==> src/rtl/vlcp_pkg.sv <==
// Shared types and constants for the variable-length code packer.
`default_nettype none

package vlcp_pkg;

  localparam int SYMBOL_COUNT    = 256;
  localparam int MAX_CODE_LEN    = 31;
  localparam int TAB_AW          = $clog2(SYMBOL_COUNT);
  localparam int FIRST_WORD_BITS = 31;
  localparam int WORD_BITS       = 32;
  localparam int QUEUE_DEPTH     = 2;
  localparam int QUEUE_PW        = $clog2(QUEUE_DEPTH);
  localparam int QUEUE_CW        = $clog2(QUEUE_DEPTH + 1);

  typedef enum logic [1:0] {
    FUNC_LOAD   = 2'd0,
    FUNC_ENCODE = 2'd1,
    FUNC_FLUSH  = 2'd2
  } func_e;

  typedef enum logic [1:0] {
    KIND_WORD    = 2'd0,
    KIND_PARTIAL = 2'd1,
    KIND_HEADER  = 2'd2
  } kind_e;

  typedef struct packed {
    logic [4:0]  len;
    logic [30:0] code;
  } tab_entry_t;

  // Operation handed from the front end to the packer
  typedef struct packed {
    logic        is_flush;
    logic [4:0]  len;
    logic [30:0] code;
  } op_t;

endpackage

`default_nettype wire

==> src/rtl/vlcp_queue.sv <==
// Short FIFO between the front end and the packer.
`default_nettype none

module vlcp_queue import vlcp_pkg::*; (
  input  wire logic  clk_i,
  input  wire logic  rst_ni,
  input  wire logic  push_valid_i,
  output logic       push_ready_o,
  input  wire op_t   push_item_i,
  output logic       pop_valid_o,
  input  wire logic  pop_ready_i,
  output op_t        pop_item_o
);

  op_t                 mem_q [QUEUE_DEPTH];
  logic [QUEUE_PW-1:0] wr_ptr_q, wr_ptr_d;
  logic [QUEUE_PW-1:0] rd_ptr_q, rd_ptr_d;
  logic [QUEUE_CW-1:0] count_q, count_d;
  logic                push, pop;

  assign push_ready_o = count_q != QUEUE_CW'(QUEUE_DEPTH);
  assign pop_valid_o  = count_q != '0;
  assign pop_item_o   = mem_q[rd_ptr_q];
  assign push         = push_valid_i && push_ready_o;
  assign pop          = pop_valid_o && pop_ready_i;

  always_comb begin
    wr_ptr_d = wr_ptr_q;
    rd_ptr_d = rd_ptr_q;
    count_d  = count_q;
    if (push) begin
      wr_ptr_d = (wr_ptr_q == QUEUE_PW'(QUEUE_DEPTH - 1)) ? '0 : wr_ptr_q + 1'b1;
    end
    if (pop) begin
      rd_ptr_d = (rd_ptr_q == QUEUE_PW'(QUEUE_DEPTH - 1)) ? '0 : rd_ptr_q + 1'b1;
    end
    if (push && !pop) begin
      count_d = count_q + 1'b1;
    end else if (pop && !push) begin
      count_d = count_q - 1'b1;
    end
  end

  always_ff @(posedge clk_i) begin
    if (push) begin
      mem_q[wr_ptr_q] <= push_item_i;
    end
  end

  always_ff @(posedge clk_i or negedge rst_ni) begin
    if (!rst_ni) begin
      wr_ptr_q <= '0;
      rd_ptr_q <= '0;
      count_q  <= '0;
    end else begin
      wr_ptr_q <= wr_ptr_d;
      rd_ptr_q <= rd_ptr_d;
      count_q  <= count_d;
    end
  end

endmodule

`default_nettype wire

==> config.mk <==
export PLATFORM = sky130hd
export DESIGN_NAME = vlcp_queue
export DESIGN_NICKNAME = d
export VERILOG_FILES = /design/src/rtl/vlcp_pkg.sv /design/src/rtl/vlcp_queue.sv
export SDC_FILE = /design/constraint.sdc
export NUM_CORES = 1
export LEC_CHECK = 0
export BUFFER_PORTS_ARGS = -buffer_cell sky130_fd_sc_hd__buf_4
export CAP_MARGIN = 20
export CORE_ASPECT_RATIO = 1.25
export CORE_MARGIN = 4
export CORE_UTILIZATION = 40
export DETAILED_ROUTE_END_ITERATION = 8
export SLEW_MARGIN = 20
export SYNTH_ARGS = -nofsm -noshare
export SYNTH_HDL_FRONTEND = slang
export SYNTH_SLANG_ARGS = --single-unit
==> constraint.sdc <==
create_clock -name clk_i -period 3.3 [get_ports clk_i]
set_input_delay 0.66 -clock clk_i [delete_from_list [all_inputs] [get_ports clk_i]]
set_output_delay 0.66 -clock clk_i [all_outputs]
set_load 0.02 [all_outputs]
# After elaboration in Yosys (flattened, before gate mapping)
# Memories as Yosys holds them, arrays and structs flattened.
# Cells that the tools add are included.
dict set report totals {
  ff_bits 4
  mem_bits_rw 74
  inputBits 41
  output_inout_bits 39
  word_cells 23
  mem_count 1
}
# name words width read_ports rd_clocked_by_memory_dff wr line_no
set memory_table {}
lappend memory_table {mem_q 2 37 1 0 1 vlcp_queue.sv:15} ;# op_t mem_q [QUEUE_DEPTH];
dict set report op_classes {
  addsub 4
  eq_ne 1
  mux 6
  n_reduce_logical 8
}
# op n
set op_table {}
lappend op_table {{1-bit logical AND} 4}
lappend op_table {{1-bit two-way mux} 4}
lappend op_table {{2-bit two-way mux} 2}
lappend op_table {{2-bit nonzero test} 2}
lappend op_table {{1-bit adder, second input constant} 2}
lappend op_table {{2-bit by 1-bit adder with 2-bit output, second input constant} 1}
lappend op_table {{1-bit logical NOT} 2}
lappend op_table {{2-bit inequality test, second input constant} 1}
lappend op_table {{2-bit by 1-bit subtractor with 2-bit output, second input constant} 1}

# Logic depth before layout (Yosys ltp)
dict set report depth {
  word_depth 6
  mapped_depth 7
  mapped_depth_nobuf 7
}

# Least setup slack after synthesis
# No wires, ideal clock.
dict set report synth_path {
  path_kind {register -> register}
  start {register count_q[0]}
  end {memory mem_q[0][0] (netlist name), enable pin}
  setup_time_ns 0.431
  arrival_ns 2.360
  required_time_ns 2.869
  path_slack_ns 0.508
  stages_incl_launch_ff 4
  path_buffers 0
  synth_period_minus_slack_ns 2.792
  path_cell_list {dfrtp_1 nand2b_1 nand2_1 nor2_1}
}
dict set report synth_via {
  elab_chain_len 4
}
# item line_no
set synth_lines {}
lappend synth_lines {{from (decl)} vlcp_queue.sv:18} ;# logic [QUEUE_CW-1:0] count_q, count_d;
lappend synth_lines {{from (signal assigned)} vlcp_queue.sv:58} ;# count_q <= count_d;
lappend synth_lines {{2-bit inequality test} vlcp_queue.sv:21} ;# assign push_ready_o = count_q != QUEUE_CW'(QUEUE_DEPTH);
lappend synth_lines {{via push_ready_o} vlcp_queue.sv:8} ;# output logic push_ready_o,
lappend synth_lines {{1-bit logical AND} vlcp_queue.sv:24} ;# assign push = push_valid_i && push_ready_o;
lappend synth_lines {{1-bit two-way mux} vlcp_queue.sv:45} ;# if (push) begin
lappend synth_lines {{1-bit two-way mux (not written as such)} vlcp_queue.sv:46} ;# mem_q[wr_ptr_q] <= push_item_i;
lappend synth_lines {{to (decl)} vlcp_queue.sv:15}
# The timed path passes the listed nets, and every way through them passes these cells.

==> results.txt <==
critical path arrival -> 1970 ps
Total GRT Usage -> 12.3%
number of H-tree levels -> 3
Critical Path Sink Type -> output pin
Die Wd -> 84.8 µm
clock-pin slew on the worst setup and hold paths -> 70 ps
max_slew headroom -> 41.9%
CTS max path bufs -> 2
initial antenna violation count -> 0
Port Buffers -> 79
critical path class -> reg -> out
total power -> 3.50 mW
area share of the largest cell type after synthesis -> 75.4%
power per cell area -> 910 mW/mm²
Place WS -> 1000 ps
PostCTS Resize Cnt -> 0
fin worst setup slack -> 675 ps
reg2reg path depth -> 4
Pre-antenna DRT Iters -> 4
Yosys Warn Count -> 0
Cells after Synth -> 133
RSZ-0062 raised after global routing -> no
CTS tree -> done
Fill cells -> 609
drt first-iter violations -> 94
CP max FO -> 21
post-synthesis cell type count -> 15
largest net degree at the start of global routing -> 38
clock sink count -> 78
most frequent cells in the layout -> buf_4 (82), edfxtp_1 (74), mux2_4 (20)
Worst Hold Class -> in -> async
Via Count -> 1453
Placement Rows -> 34
layout cells sized above 1 -> 59.5%
MaxCap Viol Count -> 0
first-pass GRT wire length -> 8140 µm
final setup fails -> 0
ANT cells -> 0
Syn Nets -> 175
wire per inst -> 16.7 µm
Final HPWL DP -> 3670 µm
Final Max Tran Viols -> 0
DRT Wirelength -> 5290 µm
grt ovf -> 0
Core ar. -> 0.00706 mm²
TritonCTS Buffers -> 9
most common cell after layout, fill and taps aside -> buf_4
DR DRC count -> 0
Post-DRT Antenna Nets -> 0
clock skew -> 4.05 ps
routability cong. -> 0.764
Peak VDD IR -> 0.676 mV
Clock Latency Late Sink -> 330 ps
Hold-fix buffers, CTS -> 0
die area -> 0.00881 mm²
initial core utilization -> 41.7%
via density per instance -> 4.58
post-synthesis cell area -> 0.00295 mm²
setup bufs post-CTS -> 0
Nets -> 264
setup total negative slack -> 0 ps
Worst Tran Pin Value -> 872 ps
Layout area overhead -> 30.7%
Peak Freq -> 381 MHz
Lkg Pwr -> 1.51 nW
final worst path period share -> 79.5%
WP data required -> 2640 ps
Seq/Total Area, Yosys -> 78.8%
Synth Area per Inst -> 22.2 µm²
clock period minus worst slack -> 2630 ps
area leader, netlist -> edfxtp_1
Area contributors post-synth -> edfxtp_1 (75%), mux2_4 (10%), mux2_2 (6.5%)
Ports -> 80
CP startpoint kind -> flop
final hold viol count -> 0
CTS Root Cell -> clkbuf_8
status -> completed
post-synthesis register bit count -> 78
vias in the first global route -> 1652
Die H -> 104 µm
post-layout util -> 54.5%
[synth_stat cells (all sizes together)]
master  count
edfxtp     74
inv         1
or2         1
ha          1
nand2b      1
xor2        2
dfrtp       4
buf         4
nor2        2
and3        1
nand2       2
mux2       37
xnor2       3
[worst max-delay path: stages (launching register included)]
cell and delay, ps:
dfrtp_2 750, buf_4 350, mux2_2 370, buf_4 160
[through the flow]
stage                     hold WS (ps)  instances  area, µm²
after global placement             458        301       3650
after global routing              82.6        317       3850
final                              112        317       3850
after floorplan                    364        133       2950
after CTS                         90.9        317       3850
after detailed placement           459        301       3650
[logic make-up (layout without fill, tap and decap cells)]
kind of cell | count (synthesis) | count (layout) | synth area share, %
simple gates | 7 | 7 | 1.15
flops | 78 | 78 | 78.8
buf+inv | 5 | 99 | 1.44
xor+xnor | 5 | 5 | 1.49
fa+ha+maj | 1 | 1 | 0.425
mux | 37 | 37 | 16.7
[layer usage]
layer | track usage, % | up-vias | share of wire (%)
met3 | 4.12 | 2 | 5.9
met5 | 0 | - | 0
met2 | 22.2 | 48 | 57
li1 | - | 693 | -
met4 | 4.75 | 0 | 0.45
met1 | 12.9 | 710 | 36
[layout make-up]
type | count | area (µm²) | share of cell area (%)
clock buffers | 11 | 131 | 3.41
clock inverters | 5 | 73.8 | 1.92
inverters | 1 | 3.75 | 0.0975
multi-input cells | 50 | 591 | 15.3
flip-flops and latches | 78 | 2320 | 60.3
well taps | 90 | 113 | 2.92
repair buffers | 82 | 616 | 16.0
[final timing paths]
kind                                 start              to  slack [ps]
worst min register to register  count_q[1]      count_q[1]         490
min in group clk_i              count_q[1]      count_q[1]         490
worst min-delay path                rst_ni        wr_ptr_q         110
worst max-delay path              rd_ptr_q  pop_item_o[23]         670
worst max register to register  count_q[0]    mem_q[0][30]        1370
max in group asynchronous           rst_ni        rd_ptr_q        3070
[state kept, by name, indices dropped and copies added, names as in the netlist]
signal and count:
rd_ptr_q 1, wr_ptr_q 1, count_q 2, mem_q 74
[report_power, final]
part / internal (mW) / switching, mW
sequential: 1.36 / 0.131
clock: 0.422 / 0.312
combinational: 0.638 / 0.642
total: 2.42 / 1.08
No activity file was read; power rests on OpenSTA's default activity.
