## config.mk

```make
export PLATFORM = sky130hd
export DESIGN_NAME = vlcp_back_flat
export DESIGN_NICKNAME = d
export VERILOG_FILES = /design/src/rtl/vlcp_pkg.sv /design/src/rtl/vlcp_if.sv /design/src/rtl/vlcp_back.sv /design/src/flat_wrapper.sv
export SDC_FILE = /design/constraint.sdc
export NUM_CORES = 1
export LEC_CHECK = 0
export ABC_AREA = 1
export ABC_CLOCK_PERIOD_IN_PS = 7800
export BUFFER_PORTS_ARGS = -buffer_cell sky130_fd_sc_hd__buf_2
export CAP_MARGIN = 20
export CELL_PAD_IN_SITES_DETAIL_PLACEMENT = 1
export CELL_PAD_IN_SITES_GLOBAL_PLACEMENT = 2
export CORE_MARGIN = 5
export CORE_UTILIZATION = 35
export CTS_CLUSTER_DIAMETER = 200
export DETAILED_ROUTE_END_ITERATION = 7
export GPL_TIMING_DRIVEN = 0
export MAX_ROUTING_LAYER = met4
export PLACE_DENSITY = 0.85
export SYNTH_ARGS = -nofsm -noshare
export SYNTH_HDL_FRONTEND = slang
export SYNTH_SLANG_ARGS = --single-unit
```

## constraint.sdc

```tcl
create_clock -name clk_i -period 7.8 [get_ports clk_i]
set_clock_uncertainty 0.1 [all_clocks]
set_input_delay 0.78 -clock clk_i [delete_from_list [all_inputs] [get_ports clk_i]]
set_output_delay 0.78 -clock clk_i [all_outputs]
set_load 0.1 [all_outputs]
```

## src/rtl/vlcp_pkg.sv

```systemverilog
// Shared types and constants for the variable-length code packer.
`default_nettype none

package vlcp_pkg;

  localparam int SYMBOL_COUNT    = 256;
  localparam int MAX_CODE_LEN    = 31;
  localparam int TAB_AW          = $clog2(SYMBOL_COUNT);
  localparam int FIRST_WORD_BITS = 31;
  localparam int WORD_BITS       = 32;
  localparam int QUEUE_DEPTH     = 2;
  localparam int QUEUE_PW        = $clog2(QUEUE_DEPTH);
  localparam int QUEUE_CW        = $clog2(QUEUE_DEPTH + 1);

  typedef enum logic [1:0] {
    FUNC_LOAD   = 2'd0,
    FUNC_ENCODE = 2'd1,
    FUNC_FLUSH  = 2'd2
  } func_e;

  typedef enum logic [1:0] {
    KIND_WORD    = 2'd0,
    KIND_PARTIAL = 2'd1,
    KIND_HEADER  = 2'd2
  } kind_e;

  typedef struct packed {
    logic [4:0]  len;
    logic [30:0] code;
  } tab_entry_t;

  // Operation handed from the front end to the packer
  typedef struct packed {
    logic        is_flush;
    logic [4:0]  len;
    logic [30:0] code;
  } op_t;

endpackage

`default_nettype wire

```

## src/rtl/vlcp_if.sv

```systemverilog
// Handshake interfaces for the input and result channels.
`default_nettype none


interface vlcp_out_if;
  logic        valid;
  logic        ready;
  logic [1:0]  kind;
  logic [31:0] data;
  logic [2:0]  byte_count;
  logic        last;

  modport source (output valid, kind, data, byte_count, last, input ready);
  modport sink   (input valid, kind, data, byte_count, last, output ready);
endinterface

`default_nettype wire

```

## src/rtl/vlcp_back.sv

```systemverilog
// Packer: shifts codes into the word buffer and drives the result register.
`default_nettype none

module vlcp_back import vlcp_pkg::*; (
  input  wire logic  clk_i,
  input  wire logic  rst_ni,
  input  wire logic  q_valid_i,
  output logic       q_ready_o,
  input  wire op_t   q_item_i,
  vlcp_out_if.source out_o
);

  logic [31:0] buf_q, buf_d;
  logic [5:0]  free_q, free_d;
  logic        hdr_pend_q, hdr_pend_d;
  logic        out_valid_q, out_valid_d;
  kind_e       kind_q, kind_d;
  logic [31:0] data_q, data_d;
  logic [2:0]  cnt_q, cnt_d;
  logic        last_q, last_d;

  logic        go;
  logic        fits;
  logic        emit;
  logic [4:0]  rem_len;
  logic [31:0] full_word;
  logic [2:0]  flush_cnt;
  logic [31:0] flush_mask;

  assign go        = q_valid_i && (!out_valid_q || out_o.ready);
  assign q_ready_o = go && (!q_item_i.is_flush || hdr_pend_q);

  always_comb begin
    fits      = {1'b0, q_item_i.len} <= free_q;
    emit      = q_item_i.is_flush || !fits;
    // only used when the code overflows, so free_q stays below 31
    rem_len   = q_item_i.len - free_q[4:0];
    full_word = (buf_q << free_q) | ({1'b0, q_item_i.code} >> rem_len);

    if (free_q < 6'd8) begin
      flush_cnt  = 3'd4;
      flush_mask = 32'hFFFF_FFFF;
    end else if (free_q < 6'd16) begin
      flush_cnt  = 3'd3;
      flush_mask = 32'h00FF_FFFF;
    end else if (free_q < 6'd24) begin
      flush_cnt  = 3'd2;
      flush_mask = 32'h0000_FFFF;
    end else begin
      flush_cnt  = 3'd1;
      flush_mask = 32'h0000_00FF;
    end
  end

  always_comb begin
    buf_d       = buf_q;
    free_d      = free_q;
    hdr_pend_d  = hdr_pend_q;
    out_valid_d = out_valid_q && !out_o.ready;
    kind_d      = kind_q;
    data_d      = data_q;
    cnt_d       = cnt_q;
    last_d      = last_q;
    if (go) begin
      if (q_item_i.is_flush) begin
        out_valid_d = 1'b1;
        if (!hdr_pend_q) begin
          kind_d     = KIND_PARTIAL;
          data_d     = buf_q & flush_mask;
          cnt_d      = flush_cnt;
          last_d     = 1'b0;
          hdr_pend_d = 1'b1;
        end else begin
          kind_d     = KIND_HEADER;
          data_d     = {26'd0, free_q};
          cnt_d      = 3'd1;
          last_d     = 1'b1;
          hdr_pend_d = 1'b0;
          buf_d      = '0;
          free_d     = 6'(FIRST_WORD_BITS);
        end
      end else if (fits) begin
        buf_d  = (buf_q << q_item_i.len) | {1'b0, q_item_i.code};
        free_d = free_q - {1'b0, q_item_i.len};
      end else begin
        // leading bits close the word; the whole code stays behind,
        // its already sent top bits drop out as the word refills
        out_valid_d = 1'b1;
        kind_d      = KIND_WORD;
        data_d      = full_word;
        cnt_d       = 3'd4;
        last_d      = 1'b0;
        buf_d       = {1'b0, q_item_i.code};
        free_d      = free_q + 6'(WORD_BITS) - {1'b0, q_item_i.len};
      end
    end
  end

  always_ff @(posedge clk_i or negedge rst_ni) begin
    if (!rst_ni) begin
      buf_q       <= '0;
      free_q      <= 6'(FIRST_WORD_BITS);
      hdr_pend_q  <= 1'b0;
      out_valid_q <= 1'b0;
    end else begin
      buf_q       <= buf_d;
      free_q      <= free_d;
      hdr_pend_q  <= hdr_pend_d;
      out_valid_q <= out_valid_d;
    end
  end

  always_ff @(posedge clk_i) begin
    if (go && emit) begin
      kind_q <= kind_d;
      data_q <= data_d;
      cnt_q  <= cnt_d;
      last_q <= last_d;
    end
  end

  assign out_o.valid      = out_valid_q;
  assign out_o.kind       = kind_q;
  assign out_o.data       = data_q;
  assign out_o.byte_count = cnt_q;
  assign out_o.last       = last_q;

endmodule

`default_nettype wire

```

## src/flat_wrapper.sv

```systemverilog
// flat-port wrapper written by rule: the top's interface ports become plain ports
module vlcp_back_flat import vlcp_pkg::*;
  (clk_i, rst_ni, q_valid_i, q_ready_o, q_item_i, out_o_valid, out_o_kind, out_o_data, out_o_byte_count, out_o_last, out_o_ready);
  vlcp_out_if out_o_i ();
  input  wire logic clk_i;
  input  wire logic rst_ni;
  input  wire logic q_valid_i;
  output logic q_ready_o;
  input  wire op_t q_item_i;
  output wire logic [$bits(out_o_i.valid)-1:0] out_o_valid;
  output wire logic [$bits(out_o_i.kind)-1:0] out_o_kind;
  output wire logic [$bits(out_o_i.data)-1:0] out_o_data;
  output wire logic [$bits(out_o_i.byte_count)-1:0] out_o_byte_count;
  output wire logic [$bits(out_o_i.last)-1:0] out_o_last;
  input wire logic [$bits(out_o_i.ready)-1:0] out_o_ready;
  assign out_o_valid = out_o_i.valid;
  assign out_o_kind = out_o_i.kind;
  assign out_o_data = out_o_i.data;
  assign out_o_byte_count = out_o_i.byte_count;
  assign out_o_last = out_o_i.last;
  assign out_o_i.ready = out_o_ready;
  vlcp_back u_core (.clk_i(clk_i), .rst_ni(rst_ni), .q_valid_i(q_valid_i), .q_ready_o(q_ready_o), .q_item_i(q_item_i), .out_o(out_o_i));
endmodule
```

# After elaboration in Yosys (flattened, before gate mapping)
# Index checks and enable logic that the tools add are counted.
[totals]
inputBits = 41
register_bits = 78
wordCells = 66
[classes]
add_sub_neg = 4
n_lt_le_gt_ge = 4
bitwise = 3
eq_ne = 2
muxes = 28
reduce_logical = 14
n_shift = 3
[ops]
columns = ["cell", "n"]
rows = [
  ["2-to-1 mux 32 bit", 8],
  ["AND 32 bit", 1],
  ["bitwise OR 32 x 31 -> 32 bit", 1],
  ["bitwise OR 32 bit", 1],
  ["left shift 32 x 5 -> 32 bit", 1],
  ["left shift 32 x 6 -> 32 bit", 1],
  [">> shifter 31 x 5 -> 32 bit", 1],
  ["2-to-1 mux 6 bit", 3],
  ["2-to-1 mux 16 bit", 1],
  ["2-to-1 mux 3 bit", 5],
  ["< comparator 6 x 5 -> 1 bit (second input constant)", 2],
  ["subtractor 6 x 5 -> 6 bit", 2],
  ["2-to-1 mux 2 bit", 4],
  ["2-to-1 mux 1 bit", 7],
  ["adder 6 bit (second input constant)", 1],
  ["less-or-equal comparator 5 x 6 -> 1 bit", 1],
  ["< comparator 6 x 4 -> 1 bit (second input constant)", 1],
  ["subtractor 5 bit", 1],
  ["logical AND 1 bit", 4],
  ["zero test 1 bit", 4],
  ["AND reduction 2 bit", 2],
  ["logical OR 1 bit", 3],
  ["AND reduction 3 bit", 1],
  ["inequality test 2 x 1 -> 1 bit (second input constant)", 1],
  ["inequality test 2 bit (second input constant)", 1],
]

# Depth between registers and ports, before layout
# Gate-level depths: netlist of the first run.
[logic_depth]
word_depth = 7
depth_mapped = 17
mapped_depth_nobuf = 15

# Worst setup path before layout of the first run
# No wires, ideal clock.
[synth_path]
path_kind = "in2reg"
startpoint = "input q_item_i[34] (netlist name)"
endpoint = "register u_core.cnt_q[0] (netlist: u_core.out_o.byte_count[0]), enable pin"
required_time_ns = 7.268
setup_slack_ns = 3.328
arrival_time_ns = 3.940
cell_stages = 12
cell_sequence = "inv_1 -> clkbuf_1 -> clkbuf_1 -> ha_1 -> buf_2 -> nand2_2 -> nor2_1 -> nand3_1 -> nand3_2 -> nand2_1 -> inv_1 -> nor2_1"
[synth_between]
elab_chain_cells = 5
elab_cells_between_ends = 6
cone_classes = "order compare (1); eq/ne (1); reduce/logical (4)"
[synth_rtl]
columns = ["element", "line_no", "source"]
rows = [
  ["start: declaration", "flat_wrapper.sv:9", "input wire op_t q_item_i;"],
  ["less-or-equal comparator 5 x 6 -> 1 bit (*)", "vlcp_back.sv:34", "fits = {1'b0, q_item_i.len} <= free_q;"],
  ["zero test 1 bit", "vlcp_back.sv:35", "emit = q_item_i.is_flush || !fits;"],
  ["logical OR 1 bit", "vlcp_back.sv:35", ""],
  ["logical AND 1 bit", "vlcp_back.sv:114", "if (go && emit) begin"],
  ["AND reduction 3 bit (no line) (*)", "-", ""],
  ["end signal: assignment", "vlcp_back.sv:117", "cnt_q <= cnt_d;"],
  ["end: declaration", "vlcp_back.sv:19", "logic [2:0] cnt_q, cnt_d;"],
]
# Mark *: on every way between the ends. The rest lies on a longest branch, timed or not.
# A chain may end at the register's enable or synchronous reset.

# Final worst setup path of the first run
[layout_path]
startpoint = "input q_item_i[34] (netlist name)"
endpoint = "register u_core.data_q[5] (netlist: u_core.out_o.data[5]), data pin"
[layout_between]
elab_chain_cells = 5
[layout_rtl]
columns = ["element", "line_no", "source"]
rows = [
  ["subtractor 5 bit", "vlcp_back.sv:37", "rem_len = q_item_i.len - free_q[4:0];"],
  [">> shifter 31 x 5 -> 32 bit", "vlcp_back.sv:38", "full_word = (buf_q << free_q) | ({1'b0, q_item_i.code} >> rem_len);"],
  ["bitwise OR 32 bit", "vlcp_back.sv:38", ""],
  ["2-to-1 mux 32 bit", "vlcp_back.sv:82", "end else if (fits) begin"],
  ["2-to-1 mux 32 bit", "vlcp_back.sv:65", "if (q_item_i.is_flush) begin"],
  ["end signal: assignment", "vlcp_back.sv:116", "data_q <= data_d;"],
  ["end: declaration", "vlcp_back.sv:18", "logic [31:0] data_q, data_d;"],
]
# Every way passes these cells. The select of a mux whose other input is x is not followed.

==> results of run 1 <==
flip-flops by register name, summed over array words and instances (netlist names):
name / flops
u_core.hdr_pend_q: 1
u_core.free_q: 6
u_core.out_o.kind: 1
u_core.out_o.valid: 1
u_core.buf_q: 32
u_core.out_o.byte_count: 3
u_core.out_o.last: 1
u_core.out_o.data: 32
power breakdown:
part	total, mW	switching (mW)	internal (mW)
logic	3.85	2.90	0.955
clock network	0.426	0.205	0.220
registers	0.869	0.250	0.618
layer usage:
layer / up-vias / share of wire (%) / GRT usage, %
met2: 521 / 44 / 53.1
met5: - / 0 / -
met4: 0 / 5.6 / 16.6
met3: 121 / 8.0 / 5.24
li1: 5153 / - / -
met1: 5496 / 42 / 46.1
layout make-up:
type / count / area [µm²] / share of cell area, %
plain buffers: 93 / 402 / 4.16
clock buffers: 9 / 225 / 2.33
repair buffers: 81 / 420 / 4.35
well taps: 324 / 405 / 4.19
multi-input cells: 1221 / 5760 / 59.6
flip-flops and latches: 77 / 2120 / 21.9
diodes: 1 / 2.50 / 0.0259
inverters: 72 / 270 / 2.80
clock inverters: 7 / 57.6 / 0.595
path summary, 6_finish.rpt:
kind / startpoint / endpoint
setup / recovery: q_item_i[34] / u_core.out_o.data[5]
hold / removal: u_core.out_o.valid / u_core.out_o.valid
setup reg to reg: u_core.free_q[0] / u_core.buf_q[24]
hold reg to reg: u_core.out_o.valid / u_core.out_o.valid
max in group asynchronous: rst_ni / u_core.buf_q[23]
min in group asynchronous: rst_ni / u_core.buf_q[11]
cell families after synthesis:
group	synth area share (%)
flops	24.8
compound gates	6.78
buf+inv	7.86
simple gates	56.4
fa+ha+maj	3.22
xor+xnor	0.996
cells in the final DEF (no fill, tap or decap), types with 6 or more instances in the layout:
cell and count:
clkbuf_1 49, inv_1 64, o211ai_1 25, buf_1 12
dfrtp_1 35, ha_1 14, nor2_1 48, buf_2 107
clkbuf_16 9, a22oi_1 8, o21ai_0 42, edfxtp_1 37
nand3b_1 6, a21oi_1 17, nand2_1 520, nand3_1 502
worst min-delay path, stage by stage (launching register included):
cell and delay (ns):
dfrtp_1 0.35, nand2_1 0.07, o21ai_0 0.07
==> impl_metrics.ini, run 1 <==
[layout]
areaGrowthSynthToFinish_pct = 13.1
final_cell_area_um2 = 9670
finalNetCount = 1615
utilization_pct = 40.0
final_cells = 1885
layout-drive-gt1-share_pct = 9.62
nFillCells = 3402

[detailed_routing]
first_iter_violations = 1010
wl_mm = 48.5
routed_via_density = 5.99
drc = 0
drt-wirelength-per-cell_um = 25.7
dr.pass1.iters = 5
vias = 11300
postRouteAntennaNets = 0

[critical_path]
worstSetupPathType = primary input to flip-flop
critPathLaunchType = primary input
cp_cell_sequence = buf_2, inv_1, clkbuf_1, clkbuf_1, ha_1, buf_2, inv_1, nand3_1, nand2_1, buf_2, o211ai_1, nand3_1, nand3_1, nand2_1, nand2_1
cp_data_arrival_time_ns = 4.13
crit_cells = 15
crit_path_end_kind = flip-flop
critPathMaxFanout = 11
critPathMaxStageDelay_ns = 0.63
crit_family = buffers and inverters
slowest_stage = clkbuf_1
critical_path_buf_inv_count = 7
worstRegToRegCells = 15
r2r_setup_slack_ns = 4.09
worstPathRequired_ns = 7.81

[logic_synthesis]
yosys_warnings = 0
synth-seq-cells = 77
ys_seq_area_share_pct = 24.8
postSynthCellCount = 1463
synth_top_cell_by_area = nand3_1
synth_area_leaders = nand3_1 29%, nand2_1 23%, edfxtp_1 13%, dfrtp_1 10%, inv_1 2.8%
synth_cell_type_count = 36
ys_async_sr_fraction_pct = 51.9
synth_top_cell_area_share_pct = 29.4
synth_most_common_cell = nand2_1
avgSynthCellArea_um2 = 5.84
syn_area_um2 = 8550
ys.flop_type = edfxtp_1
synth_edf_count = 37
synth_fp_nets = 1523
synth_common_cells = 520 x nand2_1, 502 x nand3_1, 64 x inv_1

[timing]
hold_viol_final = 0
worst_slack_ns = 3.68
tns_ns = 0
whs_ns = 0.420
finalCriticalPeriod_ns = 4.12
drv_slew = 0
worst_pin_slew_ns = 1.00
rsz0062_at_grt = false
min_period_over_period_pct = 52.9
max_freq_mhz = 243
setup_viol = 0
slew_headroom_pct = 33.3

[run]
maxCapViolCount = 0

[hold_path]
hp-class = flip-flop to flip-flop
whs_path_depth = 2

[cts]
worstSkewPairLatency_ns = 0.36
post_cts_resized = 0
cts_num_sinks = 77
clockRootBuffer = clkbuf_16
cts_max_level = 3
clk_pin_slew_ns = 0.08
cts_made_buffers = 9
hold_buffers = 0
cts_tree = built
cts_setup_buffers = 0
cts_buffer_depth = 2

[grt]
grt_first_pass_wirelength_mm = 71.4
grt_pass1_vias = 11000
grt_max_degree = 41
grt_use_total_pct = 35.1
overflow = 0
antenna_found_initial = 0

[floorplan]
die_y_um = 166
num_rows = 57
pin_count = 81
core_um2 = 24200
die_w_um = 166
die-area_um2 = 27600
start_util_pct = 35.4

[placement]
placed_area_um2 = 9380
dp_slack_ns = 3.41
io_buffers = 80
dp_hpwl_mm = 37.9
gp_congestion = 0.959
dp.cells = 1868

[status]
status = finished clean

[power_and_ir_drop]
p_per_area_nw_per_um2 = 532
p_leak_nw = 4.67
max-vdd-ir-drop_uv = 251
p_total_mw = 5.15
Power figures use the tool's default switching activity.
==> inputs of run 2 (changes only) <==
--- a/config.mk
+++ b/config.mk
@@ -6,18 +6,18 @@
 export NUM_CORES = 1
 export LEC_CHECK = 0
 export ABC_AREA = 1
-export ABC_CLOCK_PERIOD_IN_PS = 7800
+export ABC_CLOCK_PERIOD_IN_PS = 4000
 export BUFFER_PORTS_ARGS = -buffer_cell sky130_fd_sc_hd__buf_2
 export CAP_MARGIN = 20
 export CELL_PAD_IN_SITES_DETAIL_PLACEMENT = 1
 export CELL_PAD_IN_SITES_GLOBAL_PLACEMENT = 2
 export CORE_MARGIN = 5
-export CORE_UTILIZATION = 35
+export CORE_UTILIZATION = 32
 export CTS_CLUSTER_DIAMETER = 200
 export DETAILED_ROUTE_END_ITERATION = 7
 export GPL_TIMING_DRIVEN = 0
 export MAX_ROUTING_LAYER = met4
-export PLACE_DENSITY = 0.85
+export PLACE_DENSITY = 0.79
 export SYNTH_ARGS = -nofsm -noshare
 export SYNTH_HDL_FRONTEND = slang
 export SYNTH_SLANG_ARGS = --single-unit
==> constraint.sdc (replaced) <==
create_clock -name clk_i -period 4 [get_ports clk_i]
set_clock_uncertainty 0.1 [all_clocks]
set_input_delay 0.4 -clock clk_i [delete_from_list [all_inputs] [get_ports clk_i]]
set_output_delay 0.4 -clock clk_i [all_outputs]
set_load 0.1 [all_outputs]
==> impl_metrics.ini, run 2 (synthesized netlist as in run 1, its figures left out) <==
[detailed_routing]
wl_mm = 49.1
first_iter_violations = 1080
postRouteAntennaNets = 0
routed_via_density = 5.97
drc = 0
dr.pass1.iters = 5
drt-wirelength-per-cell_um = 25.9
vias = 11300

[critical_path]
regToRegEndpoint = u_core.buf_q[24]
worstPathRequired_ns = 4.00
worstSetupPathType = primary input to flip-flop
r2r_setup_slack_ns = 0.30
worstReg2RegStart = u_core.free_q[0]
worstRegToRegCells = 15
critPathMaxFanout = 10
crit_path_end_kind = flip-flop
cp_data_arrival_time_ns = 3.81
critPathLaunchType = primary input

[layout]
layout-drive-gt1-share_pct = 9.67
utilization_pct = 37.1
diodes = 0
areaGrowthSynthToFinish_pct = 13.7
most-common-layout-cells = 520 x nand2_1, 502 x nand3_1, 107 x buf_2, 64 x inv_1, 49 x clkbuf_1
finalNetCount = 1617
final_common_cell = nand2_1
final_cell_area_um2 = 9720

[cts]
clockRootBuffer = clkbuf_16
worstSkewPairLatency_ns = 0.36
post_cts_resized = 0
cts_max_level = 3
cts_num_sinks = 77
cts_tree = built
cts_buffer_depth = 2
cts_made_buffers = 9
clk_pin_slew_ns = 0.07

[placement]
gp_congestion = 1.04
io_buffers = 80
dp_hpwl_mm = 38.2
placed_area_um2 = 9390

[floorplan]
die_y_um = 173
start_util_pct = 32.6
pin_count = 81
num_rows = 59
die_w_um = 173
die-area_um2 = 30100
core_um2 = 26200

[timing]
hold_viol_final = 0
min_period_over_period_pct = 95.3
drv_slew = 0
worst_pin_slew_ns = 0.828
slew_headroom_pct = 44.8
finalCriticalPeriod_ns = 3.81
setup_viol = 0
rsz0062_at_grt = false
tns_ns = 0
max_freq_mhz = 262

[power_and_ir_drop]
max-vdd-ir-drop_uv = 289
p_total_mw = 10.1
p_leak_nw = 4.69
p_per_area_nw_per_um2 = 1040

[status]
status = finished clean

[hold_path]
hp-class = primary input to flip-flop
hp-start = out_o_ready
whs_path_depth = 4
holdPathEnd = u_core.out_o.valid

[run]
maxCapViolCount = 0

[grt]
overflow = 0
grt_pass1_vias = 11300
antenna_found_initial = 0
grt_use_total_pct = 32.8
grt_max_degree = 41
grt_first_pass_wirelength_mm = 72.7
==> run 2: cell types whose count changed in the layout (fill, tap and decap cells not counted) <==
cell / delta
inv_8: +2
buf_12: +1
clkinvlp_2: -1
diode_2: -1
dlygate4sd3_1: +1
inv_6: -1
==> run 2: timing repair <==
item / 4_1_cts / 5_1_grt
hold buffers: 0 / 1
endpoints found under the hold margin: 0 / 7
setup buffers: 0 / 0
==> run 2: worst max path at each step <==
stage / start / end
finish: q_item_i[31] / u_core.out_o.data[2]
global route: q_item_i[31] / u_core.out_o.data[24]
global placement: q_item_i[34] / u_core.out_o.data[6]
detailed placement: q_item_i[31] / u_core.out_o.data[25]
CTS: q_item_i[31] / u_core.out_o.data[25]
floorplan: q_item_i[34] / u_core.out_o.byte_count[0]
==> run 2: final cells by class <==
type / count / area [µm²]
Fill cell: 3586 / 16500
Sequential cell: 77 / 2120
Timing Repair Buffer: 83 / 450
Multi-Input combinational cell: 1221 / 5760
Tap cell: 335 / 419
Buffer: 93 / 402
Inverter: 72 / 270
Clock inverter: 7 / 66.3
Clock buffer: 9 / 225
==> run 2: stage by stage <==
| stage | worst slack, ns | hold slack, ns | cells |
|---|---|---|---|
| after floorplan | 0.537 | 0.00441 | 1463 |
| after global placement | -0.817 | 0.389 | 1878 |
| after detailed placement | -0.0653 | 0.415 | 1879 |
| after CTS | 0.321 | 0.140 | 1895 |
| after global routing | 0.0568 | 0.235 | 1897 |
| final | 0.188 | 0.222 | 1897 |
==> run 2: layer usage <==
layer	GRT usage, %	share of wire, %
met3	4.60	7.2
met4	14.3	5.0
met5	-	0
met1	43.6	44
met2	50.0	44
==> run 2: report_power, final <==
part,internal (mW),switching (mW)
combinational,1.87,5.69
sequential,1.21,0.488
clock,0.439,0.431
==> run 2: worst max-delay path: stages <==
cell and delay (ns):
buf_2 0.13, buf_2 0.28, clkinv_1 0.27, buf_2 0.28
ha_1 0.28, fa_1 0.64, clkbuf_1 0.51, nand3_1 0.31
nand3_1 0.19, nand3_1 0.14, nand3_1 0.11, nand3_1 0.09
nand2_1 0.07, nand2_1 0.10
==> inputs of run 3 (changes only) <==
--- a/config.mk
+++ b/config.mk
@@ -7,17 +7,18 @@
 export LEC_CHECK = 0
 export ABC_AREA = 1
 export ABC_CLOCK_PERIOD_IN_PS = 4000
-export BUFFER_PORTS_ARGS = -buffer_cell sky130_fd_sc_hd__buf_2
 export CAP_MARGIN = 20
 export CELL_PAD_IN_SITES_DETAIL_PLACEMENT = 1
 export CELL_PAD_IN_SITES_GLOBAL_PLACEMENT = 2
 export CORE_MARGIN = 5
-export CORE_UTILIZATION = 32
+export CORE_UTILIZATION = 35
 export CTS_CLUSTER_DIAMETER = 200
 export DETAILED_ROUTE_END_ITERATION = 7
+export DONT_BUFFER_PORTS = 1
 export GPL_TIMING_DRIVEN = 0
 export MAX_ROUTING_LAYER = met4
-export PLACE_DENSITY = 0.79
+export PLACE_DENSITY = 0.8
+export SETUP_SLACK_MARGIN = 0.3
 export SYNTH_ARGS = -nofsm -noshare
 export SYNTH_HDL_FRONTEND = slang
 export SYNTH_SLANG_ARGS = --single-unit
==> impl_metrics.ini, run 3 (synthesized netlist as in run 1, its figures left out) <==
[critical_path]
critPathLaunchType = primary input
critPathMostFrequentCell = nand3_1
critPathMaxFanout = 10
crit_path_end_kind = flip-flop
worstRegToRegCells = 13
r2r_setup_slack_ns = 0.45
cp_cell_sequence = buf_2, clkinv_1, buf_2, ha_1, fa_1, clkbuf_1, nand3_1, nand3_1, nand3_1, nand3_1, nand3_1, nand2_1, o21ai_0
cp_data_arrival_time_ns = 3.64
slowest_stage = fa_1
worstReg2RegStart = u_core.free_q[1]
worstPathRequired_ns = 3.96
critical_path_buf_inv_count = 4
critPathMaxStageDelay_ns = 0.62
crit_family = buffers and inverters
regToRegEndpoint = u_core.out_o.data[7]
worstSetupPathType = primary input to flip-flop

[cts]
cts_made_buffers = 9
clockRootBuffer = clkbuf_16
cts_tree = built
clk_pin_slew_ns = 0.07
cts_buffer_depth = 2
worstSkewPairLatency_ns = 0.35
cts_max_level = 3
cts_num_sinks = 77

[timing]
hold_viol_final = 0
slew_headroom_pct = 31.5
worst_slack_ns = 0.323
rsz0062_at_grt = false
drv_slew = 0
finalCriticalPeriod_ns = 3.68
max_freq_mhz = 272
min_period_over_period_pct = 91.9
tns_ns = 0
worst_pin_slew_ns = 1.03
setup_viol = 0

[layout]
final_common_cell = nand2_1
final_cells = 1809
layout-drive-gt1-share_pct = 5.39
nFillCells = 3292
most-common-layout-cells = 520 x nand2_1, 502 x nand3_1, 64 x inv_1, 48 x nor2_1, 44 x clkbuf_1
areaGrowthSynthToFinish_pct = 9.34
diodes = 0
finalNetCount = 1540

[detailed_routing]
routed_via_density = 6.11
first_iter_violations = 1080
postRouteAntennaNets = 0
dr.pass1.iters = 6
drt-wirelength-per-cell_um = 26.5
wl_mm = 48.0
vias = 11000
drc = 0

[grt]
grt_use_total_pct = 34.4
antenna_found_initial = 0
overflow = 0
grt_pass1_vias = 10700
grt_max_degree = 41
grt_first_pass_wirelength_mm = 70.1

[power_and_ir_drop]
seq_power_share_pct = 26.7
intPower_mw = 3.45
switching_power_mw = 6.47
max-vdd-ir-drop_uv = 452
p_leak_nw = 4.39
p_per_area_nw_per_um2 = 1060
p_total_mw = 9.92
p_clk_share_pct = 8.3
power_frac_comb_pct = 65.0
swShare_pct = 65.3

[run]
maxCapViolCount = 0

[placement]
dp_slack_ns = 0.0882
dp.cells = 1788
gp_congestion = 0.994
io_buffers = 0
dp_hpwl_mm = 37.5

[floorplan]
start_util_pct = 35.4
num_rows = 57
die_y_um = 166
core_um2 = 24200
die-area_um2 = 27600
pin_count = 81
die_w_um = 166

[status]
status = finished clean

[hold_path]
hp-class = primary input to flip-flop
whs_path_depth = 1
hp-start = q_item_i[36]
holdPathEnd = u_core.out_o.byte_count[2]
## run 3: worst max-delay path by stage
stage,startpoint,end,slack (ns),depth (start not counted)
floorplan,q_item_i[34],u_core.out_o.byte_count[0],0.54,12
global placement,q_item_i[34],u_core.out_o.data[6],-0.68,12
detailed placement,q_item_i[31],u_core.out_o.data[7],0.09,13
CTS,u_core.free_q[0],u_core.buf_q[28],0.36,15
global route,q_item_i[31],u_core.out_o.data[7],0.30,13
finish,q_item_i[31],u_core.out_o.data[7],0.32,13
## run 3: final cells by class
cell class / count / area, µm² / area share [%]
repair inverters: 1 / 5.00 / 0.0536
well taps: 324 / 405 / 4.34
repair buffers: 5 / 80.1 / 0.857
inverters: 72 / 277 / 2.96
clock buffers: 9 / 225 / 2.41
multi-input cells: 1221 / 5760 / 61.7
clock inverters: 7 / 57.6 / 0.616
flip-flops and latches: 77 / 2120 / 22.7
plain buffers: 93 / 413 / 4.42
## run 3: per-stage QoR
step | utilization, % | area [µm²] | hold WS (ns)
6_report | 38.7 | 9350 | 0.0874
3_5_place_dp | 37.2 | 8990 | 0.00577
3_3_place_gp | 37.0 | 8950 | 0.00573
5_1_grt | 38.7 | 9350 | 0.0907
4_1_cts | 38.5 | 9310 | 0.0812
2_1_floorplan | - | 8550 | 0.00441
## run 3: repair_timing
item	CTS	global route
resized for setup	0	12
hold buffers	2	0
endpoints found under the setup margin	0	50
hold endpoints to repair	40	0
buffers inserted	0	2
## run 3: routing by layer
metal	GRT usage, %	wire length (µm)
met4	16.2	2770
met1	44.5	20300
met5	-	0
met2	51.3	20800
met3	7.43	4180
## run 3: power by group through the flow
| stage | clock (mW) | sequential, mW | combinational (mW) |
|---|---|---|---|
| 6_report | 0.823 | 2.65 | 6.44 |
| 5_1_grt | 0.870 | 2.66 | 6.97 |
| 4_1_cts | 0.838 | 2.63 | 6.22 |
| 3_5_place_dp | 0 | 2.64 | 6.18 |
| 3_3_place_gp | 0 | 2.64 | 6.07 |
| 2_1_floorplan | 0 | 2.36 | 4.16 |
